==> src/design/pwsh_pkg.sv <==
// ----------------------------------------------------------------------------
// pwsh_pkg
// Shared types and constants of the wheel speed controller with H-bridge drive
// ----------------------------------------------------------------------------
`default_nettype none

package pwsh_pkg;

   localparam int SPEED_FRAC_BITS = 12;
   localparam int DUTY_MAX        = 65535;
   localparam int MUL_W           = 21;
   localparam int PROD_W          = 2 * MUL_W;
   localparam int ACC_W           = 44;
   localparam int QUO_W           = ACC_W - SPEED_FRAC_BITS;
   localparam int CSR_IDX_W       = 3;
   localparam int CSR_DATA_W      = 20;

   localparam logic [CSR_IDX_W-1:0] REG_GAIN_P         = 3'd0;
   localparam logic [CSR_IDX_W-1:0] REG_GAIN_I         = 3'd1;
   localparam logic [CSR_IDX_W-1:0] REG_GAIN_D         = 3'd2;
   localparam logic [CSR_IDX_W-1:0] REG_INTEGRAL_LIMIT = 3'd3;
   localparam logic [CSR_IDX_W-1:0] REG_SPEED_SCALE    = 3'd4;
   localparam logic [CSR_IDX_W-1:0] REG_PWM_PERIOD     = 3'd5;
   localparam logic [CSR_IDX_W-1:0] REG_INVERT_ENCODER = 3'd6;
   localparam logic [CSR_IDX_W-1:0] REG_INVERT_OUTPUT  = 3'd7;

   typedef struct packed {
      logic signed [15:0] encoder_delta;
      logic signed [15:0] target_speed;
   } req_type;

   typedef struct packed {
      logic signed [16:0] duty;
      logic [15:0]        compare_a;
      logic [15:0]        compare_b;
      logic               low_a_on;
      logic               low_b_on;
      logic               restart_counters;
      logic signed [15:0] measured_speed;
   } rsp_type;

   typedef struct packed {
      logic [19:0] gain_p;
      logic [19:0] gain_i;
      logic [19:0] gain_d;
      logic [19:0] integral_limit;
      logic [15:0] speed_scale;
      logic [15:0] pwm_period;
      logic        invert_encoder;
      logic        invert_output;
   } cfg_type;

   // item after direction fixup, as queued between front and back
   typedef struct packed {
      logic signed [16:0] delta;
      logic signed [15:0] target;
   } item_type;

   typedef struct packed {
      logic     valid;
      item_type item;
   } head_type;

   typedef struct packed {
      logic take;
   } take_type;

endpackage

`default_nettype wire

==> src/design/pwsh_csr.sv <==
// ----------------------------------------------------------------------------
// pwsh_csr
// Configuration register file, always ready
// ----------------------------------------------------------------------------
`default_nettype none

module pwsh_csr (
   input  wire logic                                clock,
   input  wire logic                                reset,
   input  wire logic                                csr_valid,
   output logic                                     csr_ready,
   input  wire logic [pwsh_pkg::CSR_IDX_W-1:0]      csr_index,
   input  wire logic [pwsh_pkg::CSR_DATA_W-1:0]     csr_data,
   output pwsh_pkg::cfg_type                        cfg
);

   pwsh_pkg::cfg_type cfg_ff, cfg_in;

   assign csr_ready = 1'b1;
   assign cfg       = cfg_ff;

   always_comb begin
      cfg_in = cfg_ff;
      if (csr_valid) begin
         case (csr_index)
            pwsh_pkg::REG_GAIN_P:         cfg_in.gain_p         = csr_data;
            pwsh_pkg::REG_GAIN_I:         cfg_in.gain_i         = csr_data;
            pwsh_pkg::REG_GAIN_D:         cfg_in.gain_d         = csr_data;
            pwsh_pkg::REG_INTEGRAL_LIMIT: cfg_in.integral_limit = csr_data;
            pwsh_pkg::REG_SPEED_SCALE:    cfg_in.speed_scale    = csr_data[15:0];
            pwsh_pkg::REG_PWM_PERIOD:     cfg_in.pwm_period     = csr_data[15:0];
            pwsh_pkg::REG_INVERT_ENCODER: cfg_in.invert_encoder = csr_data[0];
            pwsh_pkg::REG_INVERT_OUTPUT:  cfg_in.invert_output  = csr_data[0];
            default:                      cfg_in = cfg_ff;
         endcase
      end
   end

   always_ff @(posedge clock) begin
      if (reset) begin
         cfg_ff.gain_p         <= 20'd65536;
         cfg_ff.gain_i         <= 20'd9830;
         cfg_ff.gain_d         <= 20'd65536;
         cfg_ff.integral_limit <= 20'd65536;
         cfg_ff.speed_scale    <= 16'd4096;
         cfg_ff.pwm_period     <= 16'd65535;
         cfg_ff.invert_encoder <= 1'b1;
         cfg_ff.invert_output  <= 1'b0;
      end else begin
         cfg_ff <= cfg_in;
      end
   end

endmodule

`default_nettype wire

==> src/design/pwsh_front.sv <==
// ----------------------------------------------------------------------------
// pwsh_front
// Input side: accepts ticks, applies encoder direction, two-entry queue
// ----------------------------------------------------------------------------
`default_nettype none

module pwsh_front (
   input  wire logic               clock,
   input  wire logic               reset,
   input  wire logic               req_push,
   output logic                    req_full,
   input  wire pwsh_pkg::req_type  req_data,
   input  wire pwsh_pkg::cfg_type  cfg,
   output pwsh_pkg::head_type      head,
   input  wire pwsh_pkg::take_type take
);

   pwsh_pkg::item_type q_ff [2];
   pwsh_pkg::item_type entry;
   logic       wr_ptr_ff, wr_ptr_in;
   logic       rd_ptr_ff, rd_ptr_in;
   logic [1:0] count_ff, count_in;
   logic       accept;
   logic       consume;
   logic signed [16:0] delta_ext;

   assign req_full = (count_ff == 2'd2);
   assign accept   = req_push && !req_full;
   assign consume  = take.take && (count_ff != 2'd0);

   assign delta_ext    = {req_data.encoder_delta[15], req_data.encoder_delta};
   assign entry.delta  = cfg.invert_encoder ? -delta_ext : delta_ext;
   assign entry.target = req_data.target_speed;

   assign head.valid = (count_ff != 2'd0);
   assign head.item  = q_ff[rd_ptr_ff];

   always_comb begin
      wr_ptr_in = accept  ? ~wr_ptr_ff : wr_ptr_ff;
      rd_ptr_in = consume ? ~rd_ptr_ff : rd_ptr_ff;
      count_in  = count_ff + {1'b0, accept} - {1'b0, consume};
   end

   always_ff @(posedge clock) begin
      if (reset) begin
         wr_ptr_ff <= 1'b0;
         rd_ptr_ff <= 1'b0;
         count_ff  <= 2'd0;
      end else begin
         wr_ptr_ff <= wr_ptr_in;
         rd_ptr_ff <= rd_ptr_in;
         count_ff  <= count_in;
      end
   end

   always_ff @(posedge clock) begin
      if (accept) begin
         q_ff[wr_ptr_ff] <= entry;
      end
   end

endmodule

`default_nettype wire

==> src/design/pwsh_back.sv <==
// ----------------------------------------------------------------------------
// pwsh_back
// Control law sequencer on one shared multiplier, bridge drive, result queue
// ----------------------------------------------------------------------------
`default_nettype none

module pwsh_back (
   input  wire logic               clock,
   input  wire logic               reset,
   input  wire pwsh_pkg::cfg_type  cfg,
   input  wire pwsh_pkg::head_type head,
   output pwsh_pkg::take_type      take,
   output logic                    rsp_empty,
   input  wire logic               rsp_pop,
   output pwsh_pkg::rsp_type       rsp_data
);

   localparam int MW = pwsh_pkg::MUL_W;
   localparam int PW = pwsh_pkg::PROD_W;
   localparam int AW = pwsh_pkg::ACC_W;
   localparam int QW = pwsh_pkg::QUO_W;
   localparam int FB = pwsh_pkg::SPEED_FRAC_BITS;

   localparam logic signed [PW-1:0] MEAS_HI  = PW'(32767);
   localparam logic signed [PW-1:0] MEAS_LO  = -PW'(32768);
   localparam logic signed [AW-1:0] DIV_BIAS = AW'((1 << FB) - 1);
   localparam logic signed [QW-1:0] DUTY_HI  = QW'(pwsh_pkg::DUTY_MAX);
   localparam logic signed [QW-1:0] DUTY_LO  = -QW'(pwsh_pkg::DUTY_MAX);

   typedef enum logic [3:0] {
      ST_IDLE, ST_SCALE, ST_MEAS, ST_ERR, ST_INTEG, ST_MUL_P, ST_MUL_I,
      ST_MUL_D, ST_ACC, ST_DIV, ST_SAT, ST_DRIVE
   } state_type;

   state_type state_ff, state_in;

   // model state
   logic signed [21:0] integral_ff, integral_in;
   logic signed [15:0] prev_speed_ff, prev_speed_in;
   logic signed [16:0] prev_duty_ff, prev_duty_in;

   // result queue control
   logic       rq_wr_ff, rq_wr_in;
   logic       rq_rd_ff, rq_rd_in;
   logic [1:0] rq_count_ff, rq_count_in;
   pwsh_pkg::rsp_type rq_ff [2];
   pwsh_pkg::rsp_type result;
   logic       rq_push;
   logic       rq_pop;

   // datapath
   pwsh_pkg::item_type item_ff;
   logic signed [MW-1:0] op_a, op_b;
   logic signed [PW-1:0] mul_in, mul_ff;
   logic signed [AW-1:0] acc_ff, acc_in;
   logic signed [15:0]   meas_ff, meas_in;
   logic signed [16:0]   err_ff, deriv_ff;
   logic signed [16:0]   err_in, deriv_in;
   logic signed [QW-1:0] quo_ff, quo_in;
   logic signed [16:0]   duty_ff, duty_in;
   logic signed [PW-1:0] meas_shift;
   logic signed [22:0]   integ_sum;
   logic signed [22:0]   lim_pos;
   logic signed [AW-1:0] acc_biased;
   logic signed [AW-1:0] acc_shift;
   logic signed [QW-1:0] quo_dir;
   logic signed [17:0]   diff_a, diff_b;
   logic                 start;

   assign start     = (state_ff == ST_IDLE) && head.valid && (rq_count_ff != 2'd2);
   assign take.take = start;

   // shared multiplier operands
   always_comb begin
      op_a = '0;
      op_b = '0;
      case (state_ff)
         ST_SCALE: begin
            op_a = {{(MW-17){item_ff.delta[16]}}, item_ff.delta};
            op_b = {{(MW-16){1'b0}}, cfg.speed_scale};
         end
         ST_MUL_P: begin
            op_a = {1'b0, cfg.gain_p};
            op_b = {{(MW-17){err_ff[16]}}, err_ff};
         end
         ST_MUL_I: begin
            op_a = {1'b0, cfg.gain_i};
            op_b = integral_ff[MW-1:0];
         end
         ST_MUL_D: begin
            op_a = {1'b0, cfg.gain_d};
            op_b = {{(MW-17){deriv_ff[16]}}, deriv_ff};
         end
         default: begin
            op_a = '0;
            op_b = '0;
         end
      endcase
   end

   assign mul_in = op_a * op_b;

   // floor of product over 65536, saturated to 16 bit
   assign meas_shift = mul_ff >>> 16;
   always_comb begin
      if (meas_shift > MEAS_HI) begin
         meas_in = 16'sd32767;
      end else if (meas_shift < MEAS_LO) begin
         meas_in = -16'sd32768;
      end else begin
         meas_in = meas_shift[15:0];
      end
   end

   assign err_in   = {item_ff.target[15], item_ff.target} - {meas_ff[15], meas_ff};
   assign deriv_in = {prev_speed_ff[15], prev_speed_ff} - {meas_ff[15], meas_ff};

   assign integ_sum = {integral_ff[21], integral_ff} + {{6{err_ff[16]}}, err_ff};
   assign lim_pos   = {3'b000, cfg.integral_limit};

   // divide truncating toward zero
   assign acc_biased = acc_ff + (acc_ff[AW-1] ? DIV_BIAS : '0);
   assign acc_shift  = acc_biased >>> FB;
   assign quo_in     = acc_shift[QW-1:0];
   assign quo_dir    = cfg.invert_output ? -quo_ff : quo_ff;

   always_comb begin
      if (quo_dir > DUTY_HI) begin
         duty_in = 17'sd65535;
      end else if (quo_dir < DUTY_LO) begin
         duty_in = -17'sd65535;
      end else begin
         duty_in = quo_dir[16:0];
      end
   end

   // bridge drive
   assign diff_a = {2'b00, cfg.pwm_period} - {duty_ff[16], duty_ff};
   assign diff_b = {2'b00, cfg.pwm_period} + {duty_ff[16], duty_ff};

   always_comb begin
      result.duty           = duty_ff;
      result.measured_speed = meas_ff;
      result.restart_counters = (prev_duty_ff == '0) || (duty_ff == '0)
                                || (prev_duty_ff[16] != duty_ff[16]);
      if (!duty_ff[16] && (duty_ff != '0)) begin
         result.low_a_on  = 1'b0;
         result.low_b_on  = 1'b1;
         result.compare_b = cfg.pwm_period;
         result.compare_a = diff_a[17] ? 16'd0 : diff_a[15:0];
      end else if (duty_ff[16]) begin
         result.low_a_on  = 1'b1;
         result.low_b_on  = 1'b0;
         result.compare_a = cfg.pwm_period;
         result.compare_b = diff_b[17] ? 16'd0 : diff_b[15:0];
      end else begin
         result.low_a_on  = 1'b1;
         result.low_b_on  = 1'b1;
         result.compare_a = cfg.pwm_period;
         result.compare_b = cfg.pwm_period;
      end
   end

   // sequencer
   always_comb begin
      state_in      = state_ff;
      integral_in   = integral_ff;
      prev_speed_in = prev_speed_ff;
      prev_duty_in  = prev_duty_ff;
      acc_in        = acc_ff;
      rq_push       = 1'b0;
      case (state_ff)
         ST_IDLE:  if (start) state_in = ST_SCALE;
         ST_SCALE: state_in = ST_MEAS;
         ST_MEAS:  state_in = ST_ERR;
         ST_ERR: begin
            prev_speed_in = meas_ff;
            state_in      = ST_INTEG;
         end
         ST_INTEG: begin
            if (integ_sum > lim_pos) begin
               integral_in = lim_pos[21:0];
            end else if (integ_sum < -lim_pos) begin
               integral_in = -lim_pos[21:0];
            end else begin
               integral_in = integ_sum[21:0];
            end
            state_in = ST_MUL_P;
         end
         ST_MUL_P: begin
            acc_in   = '0;
            state_in = ST_MUL_I;
         end
         ST_MUL_I: begin
            acc_in   = acc_ff + {{(AW-PW){mul_ff[PW-1]}}, mul_ff};
            state_in = ST_MUL_D;
         end
         ST_MUL_D: begin
            acc_in   = acc_ff + {{(AW-PW){mul_ff[PW-1]}}, mul_ff};
            state_in = ST_ACC;
         end
         ST_ACC: begin
            acc_in   = acc_ff + {{(AW-PW){mul_ff[PW-1]}}, mul_ff};
            state_in = ST_DIV;
         end
         ST_DIV:   state_in = ST_SAT;
         ST_SAT:   state_in = ST_DRIVE;
         ST_DRIVE: begin
            rq_push      = 1'b1;
            prev_duty_in = duty_ff;
            state_in     = ST_IDLE;
         end
         default:  state_in = ST_IDLE;
      endcase
   end

   assign rq_pop    = rsp_pop && (rq_count_ff != 2'd0);
   assign rsp_empty = (rq_count_ff == 2'd0);
   assign rsp_data  = rq_ff[rq_rd_ff];

   always_comb begin
      rq_wr_in    = rq_push ? ~rq_wr_ff : rq_wr_ff;
      rq_rd_in    = rq_pop  ? ~rq_rd_ff : rq_rd_ff;
      rq_count_in = rq_count_ff + {1'b0, rq_push} - {1'b0, rq_pop};
   end

   always_ff @(posedge clock) begin
      if (reset) begin
         state_ff      <= ST_IDLE;
         integral_ff   <= '0;
         prev_speed_ff <= '0;
         prev_duty_ff  <= '0;
         rq_wr_ff      <= 1'b0;
         rq_rd_ff      <= 1'b0;
         rq_count_ff   <= 2'd0;
      end else begin
         state_ff      <= state_in;
         integral_ff   <= integral_in;
         prev_speed_ff <= prev_speed_in;
         prev_duty_ff  <= prev_duty_in;
         rq_wr_ff      <= rq_wr_in;
         rq_rd_ff      <= rq_rd_in;
         rq_count_ff   <= rq_count_in;
      end
   end

   always_ff @(posedge clock) begin
      if (start) item_ff <= head.item;
      mul_ff <= mul_in;
      acc_ff <= acc_in;
      if (state_ff == ST_MEAS) meas_ff <= meas_in;
      if (state_ff == ST_ERR) begin
         err_ff   <= err_in;
         deriv_ff <= deriv_in;
      end
      if (state_ff == ST_DIV) quo_ff  <= quo_in;
      if (state_ff == ST_SAT) duty_ff <= duty_in;
      if (rq_push) rq_ff[rq_wr_ff] <= result;
   end

endmodule

`default_nettype wire

==> src/design/pid_wheel_speed_hbridge.sv <==
// ----------------------------------------------------------------------------
// pid_wheel_speed_hbridge
// Wheel speed PID with integral clamp, derivative on measurement, H-bridge drive
// ----------------------------------------------------------------------------
//  channel   ports                                   handshake
//  request   req_push, req_full, req_data            push & !full
//  response  rsp_empty, rsp_pop, rsp_data            pop & !empty
//  config    csr_valid, csr_ready, csr_index/data    valid & ready
//
//  the sequencer takes a new item only in idle and runs the speed
//  scaling and the three gain products through one shared 21x21 multiplier
//  a result enters the result queue in the last sequencer state; a two-entry
//  queue on each side lets input and output stall independently, and a full
//  result queue holds the sequencer in idle
//  reset is synchronous and clears controller state and both queues
// ----------------------------------------------------------------------------
`default_nettype none

module pid_wheel_speed_hbridge (
   input  wire logic                            clock,
   input  wire logic                            reset,
   input  wire logic                            req_push,
   output logic                                 req_full,
   input  wire pwsh_pkg::req_type               req_data,
   output logic                                 rsp_empty,
   input  wire logic                            rsp_pop,
   output pwsh_pkg::rsp_type                    rsp_data,
   input  wire logic                            csr_valid,
   output logic                                 csr_ready,
   input  wire logic [pwsh_pkg::CSR_IDX_W-1:0]  csr_index,
   input  wire logic [pwsh_pkg::CSR_DATA_W-1:0] csr_data
);

   pwsh_pkg::cfg_type  cfg;
   pwsh_pkg::head_type head;
   pwsh_pkg::take_type take;

   pwsh_csr u_csr (
      .clock     (clock),
      .reset     (reset),
      .csr_valid (csr_valid),
      .csr_ready (csr_ready),
      .csr_index (csr_index),
      .csr_data  (csr_data),
      .cfg       (cfg)
   );

   pwsh_front u_front (
      .clock    (clock),
      .reset    (reset),
      .req_push (req_push),
      .req_full (req_full),
      .req_data (req_data),
      .cfg      (cfg),
      .head     (head),
      .take     (take)
   );

   pwsh_back u_back (
      .clock     (clock),
      .reset     (reset),
      .cfg       (cfg),
      .head      (head),
      .take      (take),
      .rsp_empty (rsp_empty),
      .rsp_pop   (rsp_pop),
      .rsp_data  (rsp_data)
   );

endmodule

`default_nettype wire

==> config.mk <==
export PLATFORM = sky130hd
export DESIGN_NAME = pid_wheel_speed_hbridge
export DESIGN_NICKNAME = d
export VERILOG_FILES = /design/src/design/pwsh_pkg.sv /design/src/design/pwsh_csr.sv /design/src/design/pwsh_front.sv /design/src/design/pwsh_back.sv /design/src/design/pid_wheel_speed_hbridge.sv
export SDC_FILE = /design/constraint.sdc
export NUM_CORES = 2
export LEC_CHECK = 0
export ABC_AREA = 0
export BUFFER_PORTS_ARGS = -buffer_cell sky130_fd_sc_hd__buf_4
export CAP_MARGIN = 5
export CORE_ASPECT_RATIO = 0.8
export CORE_MARGIN = 3
export CORE_UTILIZATION = 25
export DETAILED_ROUTE_END_ITERATION = 6
export HOLD_SLACK_MARGIN = 0.1
export PLACE_DENSITY = 0.44
export SYNTH_ARGS = -nofsm -noshare
export SYNTH_HDL_FRONTEND = slang
export SYNTH_SLANG_ARGS = --single-unit
==> constraint.sdc <==
create_clock -name clock -period 11.2 [get_ports clock]
set_input_delay 0 -clock clock [delete_from_list [all_inputs] [get_ports clock]]
set_output_delay 0 -clock clock [all_outputs]
set_load 0.05 [all_outputs]
==> impl_metrics.toml <==
[outcome]
outcome = "complete, no violations"

[route]
via_count = 35500
drtIter0Drc = 2633
drc = 0
routedWlPerCell_um = 20.1
wirelength_mm = 156
antenna_left = 0
first_pass_iters = 7
vias_per_cell = 4.58

[grt]
grt_max_degree = 80
grtUsageTotal = 0.157
grt_pass1_wl_mm = 234
grt_overflow_total = 0
grt_pass1_vias = 35500
antenna_found_initial = 2

[sta]
maxSlewHeadroom = 0.163
setup_violations = 0
fmax_mhz = 101
tns_ns = 0
maxSlewViolCount = 0
finalHoldViolCount = 0
skew_ns = 0.0330
period_needed_ns = 9.93
fin_crit_sh = 0.886
worst_slew_pin_slew_ns = 1.25
grt_setup_unrepaired = "false"

[synth]
seq_area_frac_synth = 0.329
synthXorXnorAreaFrac = 0.0408
synth.distinct_cells = 87
synth_top_family_by_area = "adder cells"
yosys_warnings = 0
synth_top_flop_cell = "edfxtp_1"
muxShareOfSynthArea = 0.0344
yosysMostFrequentCell = "inv_1"
synth.top_cell.area_share = 0.236
synth_edf_count = 378
syn_inst = 5007
async_reset_ff_frac = 0
synthTopCellsByCount = "inv_1 (730), nand2_1 (701), fa_1 (465)"
avgSynthCellArea_um2 = 9.60
synth_area_um2 = 48100
netlist_top_cells_area = "edfxtp_1 (24%), fa_1 (19%), dfxtp_1 (9.3%)"
yosys.area_share.simple = 0.143
synth-seq-cells = 602
synth_fa_ha_area_frac = 0.272
yosysTopAreaCell = "edfxtp_1"
synth-compound-area-share = 0.107

[setup_path]
path_class = "reg -> reg"
slowest_delay_ns = 0.69
r2r-end = "u_back.mul_ff[38]"
r2r_slack_ns = 1.27
r2r_cells = 28
regToRegStartpoint = "u_back.state_ff[0]"
path_common_cell = "fa_1"
cp_top_family = "adder cells"
crit_buf_inv = 6
critPathArrivalTime_ns = 10.47
crit_path_max_fanout = 25
required_ns = 11.74
worst_path_max_delay_cell = "nor2_2"
cp-start-kind = "flop"
cp-end-kind = "flop"

[cts]
post-cts-setup-buffer-count = 0
numCtsBuffers = 75
clk_latency_ns = 0.68
clock-sinks = 602
clockBufferDepth = 3
cts_tree = "built"
cts.clk_slew.worst_paths_ns = 0.06
cts_resized = 0
clockRootBuffer = "clkbuf_16"
cts_hold_buffers = 93
htree_num_levels = 3

[power_and_ir_drop]
ir_drop_mv = 0.105
seq_power_share = 0.364
p_sw_frac = 0.368
p_leak_uw = 0.0232
power.switching_uw = 2910
clkPwrFrac = 0.314
pwr-share-comb = 0.322
p_per_area_nw_per_um2 = 142
p_int_uw = 5000

[hold_path]
hold_path.class = "in -> reg"
hold-path-endpoint = "u_csr.cfg[111]"
hold_path_startpoint = "csr_data[17]"
min_path_cells = 4

[cells_and_area]
n_antenna_cell = 0
multi_input_area_um2 = 28900
nets = 5988
area_delta_synth_final_pct = 15.4
fin_area_um2 = 55500
fillers = 20000
drive_gt1_frac = 0.0909
area.sequential_um2 = 15800

[floorplan]
rows = 143
dieArea_um2 = 198000
core_um2 = 191000
die_w_um = 496
start_util = 0.252
ios = 131
die_y_um = 398

[placed_design]
port_buffers = 129
placed_area_um2 = 52000
place_hpwl_mm = 122
gp_congestion = 0.866

[job]
drv_cap = 0
cells by family (layout without fill, tap and decap cells):
logic type	Yosys count	in the layout
AOI/OAI and AO/OA	798	798
DFF	602	602
buffers and inverters	931	1142
and+or+nand+nor	1533	1533
muxes	152	152
adders and majority gates	765	765
xor gates and xnor gates	224	224
other	2	8
registers in the layout (all words and copies together), names as in the netlist, 22 cells and up, named ones only:
name                flops
u_back.rq_ff          136
u_csr.cfg             114
u_front.q_ff           66
u_back.acc_ff          44
u_back.mul_ff          42
u_back.item_ff         33
u_back.quo_ff          32
u_back.integral_ff     22
routing by layer:
layer,vias to the layer above,part of all wire,global-route usage
met5,-,0,0
met4,0,0.018,0.0294
met3,125,0.065,0.0327
met2,872,0.43,0.234
met1,17600,0.49,0.235
li1,16900,-,-
worst max path at each step:
stage | from | end | slack (ns) | cells after the start
floorplan | u_back.state_ff[3] | u_back.mul_ff[38] | 3.09 | 31
global placement | u_back.state_ff[0] | u_back.mul_ff[38] | 1.52 | 28
detailed placement | u_back.state_ff[0] | u_back.mul_ff[38] | 1.43 | 28
CTS | u_back.state_ff[0] | u_back.mul_ff[38] | 1.37 | 28
global route | u_back.state_ff[0] | u_back.mul_ff[38] | 0.67 | 28
finish | u_back.state_ff[0] | u_back.mul_ff[38] | 1.27 | 28
tightest hold or removal path, delay by kind of cell:
kind / cells / cell delay, ns
and+or+nand+nor: 1 / 0.06
buffers and inverters: 2 / 0.74
AOI/OAI and AO/OA: 1 / 0.05
cell type report:
class	count	share of cell area
Timing Repair Buffer	273	0.0414
Sequential cell	602	0.286
Clock buffer	95	0.0365
Multi-Input combinational cell	3480	0.521
Tap cell	2537	0.0572
Inverter	731	0.0495
Clock inverter	43	0.00862
power by group through the flow:
| stage | registers (uW) | clock network, uW | logic [uW] |
|---|---|---|---|
| after floorplan | 2770 | 0 | 1720 |
| after global placement | 2930 | 0 | 2510 |
| after detailed placement | 2930 | 0 | 2520 |
| after CTS | 2880 | 2570 | 2560 |
| after global routing | 2890 | 2650 | 2810 |
| final | 2870 | 2480 | 2550 |
cell usage in the layout, fill, tap and decap left out, drive strengths merged, types with 156 or more instances in the layout:
master    n
a21oi   288
buf     180
dfxtp   224
edfxtp  378
fa      465
ha      300
inv     736
nand2   703
nor2    380
xnor2   156
per-stage QoR:
stage	power (uW)	hold slack, ns	instances	setup slack (ns)	utilization
5_1_grt	8350	0.205	7761	0.670	0.291
3_3_place_gp	5440	0.188	7530	1.52	0.273
4_1_cts	8010	0.176	7761	1.37	0.291
6_report	7900	0.232	7761	1.27	0.291
3_5_place_dp	5450	0.190	7530	1.43	0.273
2_1_floorplan	4490	0.0989	5013	3.09	-
No activity file was read; power rests on OpenSTA's default activity.
